`config.mk`:
```
export PLATFORM = sky130hd
export DESIGN_NAME = sha256_stream_hash_unit
export DESIGN_NICKNAME = d
export VERILOG_FILES = /design/src/hw/rtl/sha_pkg.sv /design/src/hw/rtl/sha_blkq.sv /design/src/hw/rtl/sha_front.sv /design/src/hw/rtl/sha_core.sv /design/src/hw/rtl/sha256_stream_hash_unit.sv
export SDC_FILE = /design/constraint.sdc
export NUM_CORES = 2
export LEC_CHECK = 0
export BUFFER_PORTS_ARGS = -buffer_cell sky130_fd_sc_hd__buf_4
export CORE_UTILIZATION = 40
export DETAILED_ROUTE_END_ITERATION = 7
export GPL_TIMING_DRIVEN = 0
export MAX_ROUTING_LAYER = met4
export RECOVER_POWER = 25
export SKIP_LAST_GASP = 1
export SYNTH_ARGS = -nofsm -noshare
export SYNTH_HDL_FRONTEND = slang
export SYNTH_SLANG_ARGS = --single-unit
export TNS_END_PERCENT = 10
```
`constraint.sdc`:
```
create_clock -name clk_i -period 44.7 [get_ports clk_i]
set_input_delay 6.705 -clock clk_i [delete_from_list [all_inputs] [get_ports clk_i]]
set_output_delay 6.705 -clock clk_i [all_outputs]
set_load 0.005 [all_outputs]
```
`src/hw/rtl/sha_pkg.sv`:
```
// Shared types, constants and round functions for the SHA-256 stream hasher.
`timescale 1ns / 1ps
package sha_pkg;

  localparam int unsigned BlockWords = 16;
  localparam int unsigned QueueSlots = 2;
  localparam logic [7:0] PadMark = 8'h80;
  localparam logic [5:0] LenPos = 6'd56;

  typedef logic [31:0] word_t;

  // Write request from the front into the block queue.
  typedef struct packed {
    logic       en;
    logic [3:0] idx;
    word_t      data;
    logic       push;
    logic       fin;
  } blk_wr_t;

  localparam word_t InitH [8] = '{
    32'h6a09e667, 32'hbb67ae85, 32'h3c6ef372, 32'ha54ff53a,
    32'h510e527f, 32'h9b05688c, 32'h1f83d9ab, 32'h5be0cd19
  };

  localparam word_t RoundK [64] = '{
    32'h428a2f98, 32'h71374491, 32'hb5c0fbcf, 32'he9b5dba5,
    32'h3956c25b, 32'h59f111f1, 32'h923f82a4, 32'hab1c5ed5,
    32'hd807aa98, 32'h12835b01, 32'h243185be, 32'h550c7dc3,
    32'h72be5d74, 32'h80deb1fe, 32'h9bdc06a7, 32'hc19bf174,
    32'he49b69c1, 32'hefbe4786, 32'h0fc19dc6, 32'h240ca1cc,
    32'h2de92c6f, 32'h4a7484aa, 32'h5cb0a9dc, 32'h76f988da,
    32'h983e5152, 32'ha831c66d, 32'hb00327c8, 32'hbf597fc7,
    32'hc6e00bf3, 32'hd5a79147, 32'h06ca6351, 32'h14292967,
    32'h27b70a85, 32'h2e1b2138, 32'h4d2c6dfc, 32'h53380d13,
    32'h650a7354, 32'h766a0abb, 32'h81c2c92e, 32'h92722c85,
    32'ha2bfe8a1, 32'ha81a664b, 32'hc24b8b70, 32'hc76c51a3,
    32'hd192e819, 32'hd6990624, 32'hf40e3585, 32'h106aa070,
    32'h19a4c116, 32'h1e376c08, 32'h2748774c, 32'h34b0bcb5,
    32'h391c0cb3, 32'h4ed8aa4a, 32'h5b9cca4f, 32'h682e6ff3,
    32'h748f82ee, 32'h78a5636f, 32'h84c87814, 32'h8cc70208,
    32'h90befffa, 32'ha4506ceb, 32'hbef9a3f7, 32'hc67178f2
  };

  function automatic word_t ror(input word_t x, input int unsigned n);
    ror = (x >> n) | (x << (32 - n));
  endfunction

  function automatic word_t ssig0(input word_t x);
    ssig0 = ror(x, 7) ^ ror(x, 18) ^ (x >> 3);
  endfunction

  function automatic word_t ssig1(input word_t x);
    ssig1 = ror(x, 17) ^ ror(x, 19) ^ (x >> 10);
  endfunction

  function automatic word_t bsig0(input word_t x);
    bsig0 = ror(x, 2) ^ ror(x, 13) ^ ror(x, 22);
  endfunction

  function automatic word_t bsig1(input word_t x);
    bsig1 = ror(x, 6) ^ ror(x, 11) ^ ror(x, 25);
  endfunction

endpackage

```
`src/hw/rtl/sha_blkq.sv`:
```
// Two-slot block queue between the byte front and the compression core.
`timescale 1ns / 1ps
module sha_blkq (
  input  logic             clk_i,
  input  logic             rst_ni,
  input  sha_pkg::blk_wr_t wr_i,
  output logic             full_o,
  output logic             avail_o,
  input  logic [3:0]       rd_idx_i,
  output sha_pkg::word_t   rd_data_o,
  output logic             rd_fin_o,
  input  logic             pop_i
);
  import sha_pkg::*;

  word_t      mem_q [QueueSlots*BlockWords];
  logic [1:0] fin_q;
  logic       wr_ptr_q, rd_ptr_q;
  logic [1:0] cnt_q;
  word_t      rd_q;

  always_ff @(posedge clk_i) begin
    if (wr_i.en) begin
      mem_q[{wr_ptr_q, wr_i.idx}] <= wr_i.data;
    end
    rd_q <= mem_q[{rd_ptr_q, rd_idx_i}];
  end

  always_ff @(posedge clk_i or negedge rst_ni) begin
    if (!rst_ni) begin
      fin_q    <= '0;
      wr_ptr_q <= 1'b0;
      rd_ptr_q <= 1'b0;
      cnt_q    <= '0;
    end else begin
      if (wr_i.push) begin
        fin_q[wr_ptr_q] <= wr_i.fin;
        wr_ptr_q        <= ~wr_ptr_q;
      end
      if (pop_i) begin
        rd_ptr_q <= ~rd_ptr_q;
      end
      cnt_q <= cnt_q + {1'b0, wr_i.push} - {1'b0, pop_i};
    end
  end

  assign full_o    = cnt_q[1];
  assign avail_o   = (cnt_q != 2'd0);
  assign rd_data_o = rd_q;
  assign rd_fin_o  = fin_q[rd_ptr_q];

endmodule

```
`src/hw/rtl/sha_front.sv`:
```
// Byte front: counts bytes, packs words, appends padding and length.
`timescale 1ns / 1ps
module sha_front (
  input  logic             clk_i,
  input  logic             rst_ni,
  input  logic             in_valid_i,
  output logic             in_ready_o,
  input  logic [7:0]       msg_byte_i,
  input  logic             byte_present_i,
  input  logic             end_of_message_i,
  input  logic             q_full_i,
  output sha_pkg::blk_wr_t wr_o
);
  import sha_pkg::*;

  localparam logic [1:0] StIn   = 2'd0;
  localparam logic [1:0] StMark = 2'd1;
  localparam logic [1:0] StZero = 2'd2;
  localparam logic [1:0] StLen  = 2'd3;

  logic [1:0]  st_q, st_d;
  logic [5:0]  pos_q;
  logic [63:0] bits_q, bits_d;
  logic [63:0] len_q;
  logic [2:0]  lcnt_q;
  logic [23:0] word_q;
  logic        take;
  logic        wr_en, wr_last;
  logic [7:0]  wr_byte;

  assign in_ready_o = (st_q == StIn) && !q_full_i;
  assign take       = in_valid_i && in_ready_o;

  always_comb begin
    st_d    = st_q;
    bits_d  = bits_q;
    wr_en   = 1'b0;
    wr_last = 1'b0;
    wr_byte = '0;
    unique case (st_q)
      StIn: begin
        if (take) begin
          wr_en   = byte_present_i;
          wr_byte = msg_byte_i;
          if (byte_present_i) begin
            bits_d = bits_q + 64'd8;
          end
          if (end_of_message_i) begin
            st_d = StMark;
          end
        end
      end
      StMark: begin
        if (!q_full_i) begin
          wr_en   = 1'b1;
          wr_byte = PadMark;
          st_d    = StZero;
        end
      end
      StZero: begin
        if (!q_full_i) begin
          if (pos_q == LenPos) begin
            st_d = StLen;
          end else begin
            wr_en = 1'b1;
          end
        end
      end
      StLen: begin
        if (!q_full_i) begin
          wr_en   = 1'b1;
          wr_byte = len_q[63:56];
          if (lcnt_q == 3'd7) begin
            wr_last = 1'b1;
            bits_d  = '0;
            st_d    = StIn;
          end
        end
      end
      default: st_d = StIn;
    endcase
  end

  always_ff @(posedge clk_i or negedge rst_ni) begin
    if (!rst_ni) begin
      st_q   <= StIn;
      pos_q  <= '0;
      bits_q <= '0;
      lcnt_q <= '0;
    end else begin
      st_q   <= st_d;
      bits_q <= bits_d;
      if (wr_en) begin
        pos_q <= pos_q + 6'd1;
      end
      if (st_q == StLen && wr_en) begin
        lcnt_q <= lcnt_q + 3'd1;
      end
    end
  end

  // length latched when the mark goes in, shifted out top byte first
  always_ff @(posedge clk_i) begin
    if (st_q == StMark) begin
      len_q <= bits_q;
    end else if (st_q == StLen && wr_en) begin
      len_q <= {len_q[55:0], 8'h00};
    end
    if (wr_en) begin
      word_q <= {word_q[15:0], wr_byte};
    end
  end

  always_comb begin
    wr_o.en   = wr_en && (pos_q[1:0] == 2'd3);
    wr_o.idx  = pos_q[5:2];
    wr_o.data = {word_q, wr_byte};
    wr_o.push = wr_en && (pos_q == 6'd63);
    wr_o.fin  = wr_last;
  end

endmodule

```
`src/hw/rtl/sha_core.sv`:
```
// Compression core: one round per cycle, hash state and digest output.
`timescale 1ns / 1ps
module sha_core (
  input  logic                clk_i,
  input  logic                rst_ni,
  input  logic                avail_i,
  input  sha_pkg::word_t      rd_data_i,
  input  logic                rd_fin_i,
  output logic [3:0]          rd_idx_o,
  output logic                pop_o,
  output logic                out_valid_o,
  input  logic                out_ready_i,
  output sha_pkg::word_t      digest_word_o,
  output logic [2:0]          word_index_o,
  output logic                last_word_o
);
  import sha_pkg::*;

  localparam logic [2:0] CIdle  = 3'd0;
  localparam logic [2:0] CPrime = 3'd1;
  localparam logic [2:0] CRound = 3'd2;
  localparam logic [2:0] CAdd   = 3'd3;
  localparam logic [2:0] COut   = 3'd4;

  logic [2:0] st_q;
  logic [5:0] rnd_q;
  logic [2:0] oidx_q;
  word_t      h_q   [8];
  word_t      wk_q  [8];
  word_t      win_q [16];
  word_t      w_cur, t1, t2;

  always_comb begin
    if (rnd_q[5:4] == 2'd0) begin
      w_cur = rd_data_i;
    end else begin
      w_cur = win_q[0] + ssig0(win_q[1]) + win_q[9] + ssig1(win_q[14]);
    end
    t1 = wk_q[7] + bsig1(wk_q[4]) + ((wk_q[4] & wk_q[5]) ^ (~wk_q[4] & wk_q[6]))
         + RoundK[rnd_q] + w_cur;
    t2 = bsig0(wk_q[0]) + ((wk_q[0] & wk_q[1]) ^ (wk_q[0] & wk_q[2]) ^ (wk_q[1] & wk_q[2]));
  end

  assign rd_idx_o      = (st_q == CRound) ? rnd_q[3:0] + 4'd1 : 4'd0;
  assign pop_o         = (st_q == CAdd);
  assign out_valid_o   = (st_q == COut);
  assign digest_word_o = h_q[oidx_q];
  assign word_index_o  = oidx_q;
  assign last_word_o   = (oidx_q == 3'd7);

  always_ff @(posedge clk_i or negedge rst_ni) begin
    if (!rst_ni) begin
      st_q   <= CIdle;
      rnd_q  <= '0;
      oidx_q <= '0;
      h_q    <= InitH;
    end else begin
      unique case (st_q)
        CIdle: begin
          if (avail_i) begin
            st_q <= CPrime;
          end
        end
        CPrime: begin
          rnd_q <= '0;
          st_q  <= CRound;
        end
        CRound: begin
          rnd_q <= rnd_q + 6'd1;
          if (rnd_q == 6'd63) begin
            st_q <= CAdd;
          end
        end
        CAdd: begin
          for (int i = 0; i < 8; i++) begin
            h_q[i] <= h_q[i] + wk_q[i];
          end
          st_q <= rd_fin_i ? COut : CIdle;
        end
        COut: begin
          if (out_ready_i) begin
            oidx_q <= oidx_q + 3'd1;
            if (oidx_q == 3'd7) begin
              h_q  <= InitH;
              st_q <= CIdle;
            end
          end
        end
        default: st_q <= CIdle;
      endcase
    end
  end

  always_ff @(posedge clk_i) begin
    if (st_q == CPrime) begin
      wk_q <= h_q;
    end else if (st_q == CRound) begin
      wk_q[7] <= wk_q[6];
      wk_q[6] <= wk_q[5];
      wk_q[5] <= wk_q[4];
      wk_q[4] <= wk_q[3] + t1;
      wk_q[3] <= wk_q[2];
      wk_q[2] <= wk_q[1];
      wk_q[1] <= wk_q[0];
      wk_q[0] <= t1 + t2;
      for (int i = 0; i < 15; i++) begin
        win_q[i] <= win_q[i+1];
      end
      win_q[15] <= w_cur;
    end
  end

endmodule

```
`src/hw/rtl/sha256_stream_hash_unit.sv`:
```
// Top level of the SHA-256 byte stream hasher.
`timescale 1ns / 1ps
// SHA-256 over a byte stream. Each input request carries one byte (tuser[0]
// high) or none, and tlast closes the message, so a bare tlast request hashes
// the empty message. The front packs bytes into 32-bit words in a two-slot
// block queue and, on close, feeds 0x80, zero fill and the 64-bit big-endian
// bit length through the same byte path, one byte per cycle while a queue slot
// is free. The core runs the 64 rounds of a block at one round per cycle and,
// after the last block of a message, sends the eight digest words, index in
// tdata[34:32] and tlast on word seven. Bytes are taken at one per cycle while
// a queue slot is free, so the sustained rate is set by the core: roughly one
// byte per cycle on average. Closing a message takes the front through the
// mark, up to 63 zero bytes, one turn step and eight length bytes, plus queue
// stalls and the final one or two compressions.
module sha256_stream_hash_unit (
  input  logic        clk_i,
  input  logic        rst_ni,
  input  logic        s_axis_tvalid,
  output logic        s_axis_tready,
  input  logic [7:0]  s_axis_tdata,   // [7:0] msg_byte
  input  logic [0:0]  s_axis_tuser,   // [0] byte_present
  input  logic        s_axis_tlast,   // end_of_message
  output logic        m_axis_tvalid,
  input  logic        m_axis_tready,
  output logic [39:0] m_axis_tdata,   // [31:0] digest_word, [34:32] word_index
  output logic        m_axis_tlast    // last_word
);
  import sha_pkg::*;

  blk_wr_t    wr;
  logic       q_full, q_avail, q_fin, q_pop;
  logic [3:0] rd_idx;
  word_t      rd_data, dword;
  logic [2:0] widx;

  sha_front u_front (
    .clk_i            (clk_i),
    .rst_ni           (rst_ni),
    .in_valid_i       (s_axis_tvalid),
    .in_ready_o       (s_axis_tready),
    .msg_byte_i       (s_axis_tdata),
    .byte_present_i   (s_axis_tuser[0]),
    .end_of_message_i (s_axis_tlast),
    .q_full_i         (q_full),
    .wr_o             (wr)
  );

  sha_blkq u_blkq (
    .clk_i     (clk_i),
    .rst_ni    (rst_ni),
    .wr_i      (wr),
    .full_o    (q_full),
    .avail_o   (q_avail),
    .rd_idx_i  (rd_idx),
    .rd_data_o (rd_data),
    .rd_fin_o  (q_fin),
    .pop_i     (q_pop)
  );

  sha_core u_core (
    .clk_i         (clk_i),
    .rst_ni        (rst_ni),
    .avail_i       (q_avail),
    .rd_data_i     (rd_data),
    .rd_fin_i      (q_fin),
    .rd_idx_o      (rd_idx),
    .pop_o         (q_pop),
    .out_valid_o   (m_axis_tvalid),
    .out_ready_i   (m_axis_tready),
    .digest_word_o (dword),
    .word_index_o  (widx),
    .last_word_o   (m_axis_tlast)
  );

  assign m_axis_tdata = {5'b0, widx, dword};

endmodule
```
; Word-level counts from Yosys, hierarchy flattened
; Memories as Yosys holds them, arrays and structs flattened. A register that Yosys moved wholly into a read port is not among the register bits.
; Index checks and enable logic that the tools add are counted.
[totals]
mem_bits_ro = 2048
word_cells = 196
regBits = 693
mem_count = 3
ram_bits = 1536
[mem_list]
columns = name, words, word_bits, read_ports, rd_ports_with_merged_regs, wr, line
row1 = (name not given), 64, 32, 1, 0, 0, sha_core.sv:40  ; + RoundK[rnd_q] + w_cur;
row2 = u_blkq.mem_q, 32, 32, 1, 1, 1, sha_blkq.sv:16  ; word_t mem_q [QueueSlots*BlockWords];
row3 = u_core.win_q, 16, 32, 16, 0, 16, sha_core.sv:30  ; word_t win_q [16];
[op_classes]
add_sub_neg = 26
n_mux = 56
eq_ne = 25
reduce_logical = 21
n_lt_le_gt_ge = 5
bitwise = 31
[op_table]
columns = op, count
row1 = $mux W256, 4
row2 = $add A32 B32 Y32, 18
row3 = $pmux W256 S2, 1
row4 = $mux W64, 6
row5 = $xor A32 B32 Y32, 9
row6 = $and A32 B32 Y32, 5
row7 = $mux W32, 5
row8 = $pmux W64 S2, 1
row9 = $bmux W32 S3, 1
row10 = $add A64 B4 Y64 const B, 1
row11 = $not A32 Y32, 1
row12 = $or A10 B32 Y32, 1
row13 = $or A13 B32 Y32, 1
row14 = $or A14 B32 Y32, 1
row15 = $or A15 B32 Y32, 1
row16 = $or A19 B32 Y32, 1
row17 = $or A21 B32 Y32, 1
row18 = $or A25 B32 Y32, 1
row19 = $or A26 B32 Y32, 1
row20 = $or A30 B32 Y32, 1
row21 = $or A7 B32 Y32, 1
row22 = $xor A32 B22 Y32, 1
row23 = $xor A32 B29 Y32, 1
row24 = $mux W8, 3
row25 = 42 further kinds, 97

; Longest topological paths before layout
; An unclocked memory read counts as a cell.
[depth]
depth_word = 12
depth_mapped = 45
mapped_depth_nobuf = 45

; By module
; Synthesis repeated with hierarchy kept, for this count alone.
[unflattened]
cells_unflattened = 9209
hier_area_um2 = 114083.2
[by_module_without_submodules]
columns = mod, area_per_inst_um2, n_inst, seq_area_each_um2, cells_per_inst
row1 = sha_core, 65858.2, 1, 29938.7, 6295
row2 = sha_blkq, 40759.1, 1, 31540.2, 2281
row3 = sha_front, 7424.6, 1, 4354.2, 627
row4 = sha256_stream_hash_unit, 41.3, 1, 0.0, 6

; Least setup slack after synthesis
; Ideal clock, no wire load.
[synth_timing]
path_kind = flip-flop to flip-flop
from = register u_core.st_q[0]
to = register u_core.rnd_q[1]
path_slack_ns = 26.594
arrival_time_ns = 17.757
setup_time_ns = 0.348
period_less_slack_ns = 18.106
t_required_ns = 44.352
stages_incl_launch_ff = 7
cell_sequence = dfrtp_1 nor2_1 nand2_1 inv_1 nor2_1 inv_1 o21ai_0
[synth_via]
elab_chain_cells = 2
elab_cells_between_ends = 4
cone_classes = 2 x eq/ne / 1 x mux / 1 x reduce/logical
[synth_lines]
columns = element, line
row1 = "start, declared", sha_core.sv:25  ; logic [2:0] st_q;
row2 = "start signal, assigned", sha_core.sv:53  ; st_q <= CIdle;
row3 = "start signal, assigned", sha_core.sv:61  ; st_q <= CPrime;
row4 = "start signal, assigned", sha_core.sv:66  ; st_q <= CRound;
row5 = $eq A3 B2 Y1 or $eq A3 B1 Y1 (tied branches), sha_core.sv:58  ; unique case (st_q)
row6 = $pmux W6 S2 or $reduce_bool A2 Y1 (tied branches), --
row7 = "end signal, assigned", sha_core.sv:69  ; rnd_q <= rnd_q + 6'd1;
row8 = "end, declared", sha_core.sv:26  ; logic [5:0] rnd_q;
; Parallel ways exist; a longest one is shown, timed or not.
; A chain may end at the register's enable or synchronous reset.

; Worst setup path in the final report
[layout_timing]
from = register u_core.rnd_q[0]
to = register u_core.wk_q[255] (netlist name) (data pin)
[layout_via]
elab_chain_cells = 9
[layout_lines]
columns = element, line
row1 = $not A6 Y7 (not written as such), sha_core.sv:40
row2 = $mem_v2 Z64 W32, --
row3 = $mux W32 (not written as such) (2 in a row), sha_core.sv:40
row4 = $add A32 B32 Y32 (2 in a row), sha_core.sv:40
row5 = $add A32 B32 Y32, sha_core.sv:105  ; wk_q[0] <= t1 + t2;
row6 = $mux W256, sha_core.sv:97  ; end else if (st_q == CRound) begin
row7 = $mux W256, sha_core.sv:95  ; if (st_q == CPrime) begin
row8 = "end signal, assigned", sha_core.sv:96  ; wk_q <= h_q;
row9 = "end, declared", sha_core.sv:29  ; word_t wk_q [8];
; No other way between the ends. The select of a mux whose other input is x is not followed.

==> impl_metrics.py <==
metrics = {
    "global_route": {
        "grt_max_degree": 142,
        "antenna_found_initial": 23,
        "grt_first_pass_wirelength_um": 549000,
        "track_usage_pct": 27.9,
        "grt_pass1_vias": 73900,
        "grt-ovfl-total": 0,
    },
    "synthesis": {
        "synthTopCellsByArea": "edfxtp_1 (50%), mux4_2 (5.2%), dfrtp_1 (4.7%)",
        "synthFlopType": "edfxtp_1",
        "postSynthCellCount": 8656,
        "synth_top_area_share_pct": 50.2,
        "synth_top_area_cell": "edfxtp_1",
        "synthXorXnorAreaFrac_pct": 4.96,
        "muxShareOfSynthArea_pct": 6.98,
        "ys_seq_area_share_pct": 58.6,
        "synthDistinctLibCells": 108,
        "yosys.area_share.simple_pct": 7.74,
        "synthesis.area_um2": 112000,
        "synth_compound_area_share_pct": 10.8,
        "synth_adder_area_share_pct": 8.15,
        "synth_edf_count": 1877,
        "yosys_warnings": 0,
        "ys_ff_latch": 2255,
        "async_reset_ff_share_pct": 15.3,
        "synth_top_family_by_area": "compound AO/OA/AOI/OAI gates",
        "avgSynthCellArea_um2": 13.0,
    },
    "detailed_routing": {
        "dr.pass1.iters": 5,
        "num_vias": 75800,
        "drt_iter0_drc": 8923,
        "drt-total-wl_um": 390000,
        "routedWlPerCell_um": 30.1,
        "drt-vias-per-instance": 5.84,
        "antenna_left": 0,
        "drcViolationCount": 0,
    },
    "clock_network": {
        "numCtsBuffers": 245,
        "h-tree-depth": 4,
        "clk-insertion-delay-late_ns": 0.96,
        "cts_tree": "done",
        "clockBufferDepth": 4,
        "cts_root_buffer": "clkbuf_16",
        "cts_hold_buf": 0,
        "cts_sinks": 2255,
        "cts_resized": 0,
        "clk_pin_slew_worst_paths_ns": 0.06,
        "postCtsSetupRepairBufs": 0,
    },
    "die": {
        "initial_core_util_pct": 40.2,
        "rows": 194,
        "die_width_um": 532,
        "core_area_um2": 279000,
        "dieArea_um2": 283000,
        "die-height_um": 532,
        "ios": 57,
    },
    "sta": {
        "timing.fmax_mhz": 70.7,
        "rsz0062_at_grt": "false",
        "finalSetupViolCount": 0,
        "tns_ns": 0,
        "worst_pin_slew_ns": 1.49,
        "fin_ws_ns": 30.55,
        "layout_min_cycle_time_ns": 14.15,
        "skew_ns": 0.121,
        "hold_viol_final": 0,
        "slew_violations": 0,
        "relSlewSlack_pct": 0.957,
        "period_share_pct": 31.7,
    },
    "setup_path": {
        "critPathCaptureType": "flop",
        "critical_path.max_stage_delay_ns": 1.05,
        "slowest_stage": "clkbuf_1",
        "start_kind": "flop",
        "path_max_fanout": 10,
        "crit_required_ns": 45.26,
        "crit_type": "reg2reg",
        "crit_top_cell": "fa_1",
        "worstPathArrival_ns": 14.71,
        "critPathLaunch": "u_core.rnd_q[0]$_DFFE_PN0P_",
        "r2r_start": "u_core.rnd_q[0]$_DFFE_PN0P_",
    },
    "placement": {
        "place_ws_ns": 30.94,
        "port_buffers": 51,
        "gp_congestion": 0.983,
        "dp_hpwl_um": 289000,
    },
    "power_and_ir_drop": {
        "clkPwrFrac_pct": 36.9,
        "power_frac_comb_pct": 18.4,
        "p_int_mw": 3.94,
        "cellPowerDensity_nw_per_um2": 43.4,
        "total_power_mw": 5.51,
        "power_leakage_nw": 46.6,
        "seqPwrFrac_pct": 44.7,
        "p_switching_mw": 1.57,
        "switching_share_pct": 28.5,
        "peakVddDrop_mv": 0.0409,
    },
    "run": {
        "drv_cap": 0,
    },
    "outcome": {
        "status": "finished, final reports clean",
    },
    "final_layout": {
        "nets": 9624,
        "final.fill_count": 25100,
        "area_delta_synth_final_pct": 13.1,
        "drive_gt1_share_pct": 12.5,
        "fin_util_pct": 45.5,
    },
    "hold_path": {
        "hp-class": "reg2reg",
        "min-delay-start": "u_core.win_q[1][68]$_DFFE_PP_",
    },
}
==> sequential cells by signal (all words and copies together) (netlist names), 3 cells and up <==
name,flops
u_core.word_index_o,3
u_core.rnd_q,6
u_front.len_q,61
u_front.word_q,24
u_front.pos_q,6
u_blkq.rd_data_o,32
u_front.lcnt_q,3
u_front.bits_q,61
u_core.win_q,512
u_core.wk_q,256
u_core.h_q,256
u_blkq.mem_q,1024
u_core.st_q,3
==> area by class of cell <==
| type | instances | area, um^2 | share of cell area, % |
|---|---|---|---|
| inverter | 369 | 1400 | 1.10 |
| clock buffer | 342 | 6820 | 5.37 |
| tap | 3724 | 4660 | 3.67 |
| timing repair buffer | 103 | 1560 | 1.23 |
| clock inverter | 118 | 1220 | 0.961 |
| multi-input combinational | 5600 | 43700 | 34.4 |
| sequential | 2255 | 65800 | 51.9 |
| antenna | 23 | 57.6 | 0.0453 |
| buffer | 436 | 1700 | 1.34 |
==> metrics by stage <==
stage          hold slack (ns)  cell area [um^2]  cells
2_1_floorplan            0.400            112000   8660
3_3_place_gp             0.400            117000  12400
3_5_place_dp             0.405            119000  12500
4_1_cts                  0.408            127000  12900
5_1_grt                  0.415            127000  13000
6_report                 0.394            127000  13000
==> worst max-delay path, delay by kind of cell (launching register included) <==
kind,cells,cell delay (ns)
adder cells (fa/ha/maj),7,3.43
AO/OA/AOI/OAI,9,3.34
buffers and inverters,5,3.20
AND/OR/NAND/NOR,8,2.10
XOR/XNOR,3,1.13
flip-flops,1,0.51
==> cells in the mapped netlist, drive strengths merged (40+ instances only) <==
| master | count |
|---|---|
| edfxtp | 1877 |
| nand2 | 965 |
| o21ai | 573 |
| a21oi | 496 |
| nor2 | 440 |
| ha | 405 |
| xnor2 | 386 |
| inv | 365 |
| clkbuf | 361 |
| mux4 | 261 |
| xor2 | 248 |
| dfrtp | 210 |
| fa | 195 |
| a21o | 182 |
| nand3 | 158 |
| o221ai | 138 |
| dfstp | 136 |
| o22ai | 134 |
| mux2 | 127 |
| nor3 | 95 |
| buf | 75 |
| nand2b | 59 |
| o21a | 56 |
| and3 | 55 |
| mux2i | 53 |
| a211oi | 49 |
| a31oi | 42 |
| nor2b | 42 |
| o21bai | 40 |
==> cells by family (layout without fill, tap and decap cells) <==
logic type,count (synthesis),in the layout
compound gates,1928,1928
xor+xnor,634,634
fa+ha+maj,618,618
buf+inv,805,1368
flops,2255,2255
mux,441,441
other cells,1,28
simple gates,1974,1974
==> final timing paths <==
| kind | end | slack (ns) | cells past startpoint |
|---|---|---|---|
| setup / recovery | u_core.wk_q[255]$_DFFE_PP_ | 30.55 | 32 |
| hold / removal | u_core.win_q[1][36]$_DFFE_PP_ | 0.39 | 0 |
| setup reg to reg | u_core.wk_q[255]$_DFFE_PP_ | 30.55 | 32 |
| hold reg to reg | u_core.win_q[1][36]$_DFFE_PP_ | 0.39 | 0 |
| max in group asynchronous | u_core.h_q[39]$_DFFE_PN1P_ | 37.31 | 4 |
| min in group asynchronous | u_core.h_q[184]$_DFFE_PN0P_ | 5.64 | 1 |
==> layer usage <==
layer  global-route usage, %  vias to the layer above  routed length (um)
met1                    37.8                    38900              166000
met2                    42.2                     3338              178000
li1                        -                    32900                   -
met3                    3.48                      680               27000
met5                       -                        -                   0
met4                    12.2                        0               19300
==> cells in the final DEF, fill, tap and decap left out, drive strengths merged, types with 25 or more instances in the layout <==
master | synthesis | layout
o31ai | 31 | 31
fa | 195 | 195
nor2b | 42 | 42
clkinv | 4 | 85
nor3 | 95 | 95
o221ai | 138 | 138
ha | 405 | 405
or3 | 28 | 28
and2 | 27 | 27
inv | 365 | 370
xor2 | 248 | 248
and3 | 55 | 55
mux2i | 53 | 53
nor2 | 440 | 440
nand2 | 965 | 965
mux4 | 261 | 261
o21bai | 40 | 40
xnor2 | 386 | 386
clkbuf | 361 | 704
o22ai | 134 | 134
dfxtp | 32 | 32
buf | 75 | 177
or2 | 25 | 25
mux2 | 127 | 127
edfxtp | 1877 | 1877
nand3 | 158 | 158
o21ai | 573 | 573
nand4 | 38 | 38
dfrtp | 210 | 210
nand2b | 59 | 59
a21o | 182 | 182
a21oi | 496 | 496
o21a | 56 | 56
a31oi | 42 | 42
a211oi | 49 | 49
dfstp | 136 | 136
==> power by group through the flow <==
stage          sequential, mW  combinational (mW)  clock [mW]
2_1_floorplan            2.44               0.672           0
5_1_grt                  2.47                1.09        2.14
4_1_cts                  2.46               0.999        2.07
6_report                 2.47                1.01        2.04
3_3_place_gp             2.50               0.979           0
3_5_place_dp             2.51               0.992           0
Note: power is estimated with default switching activity, not from simulation.
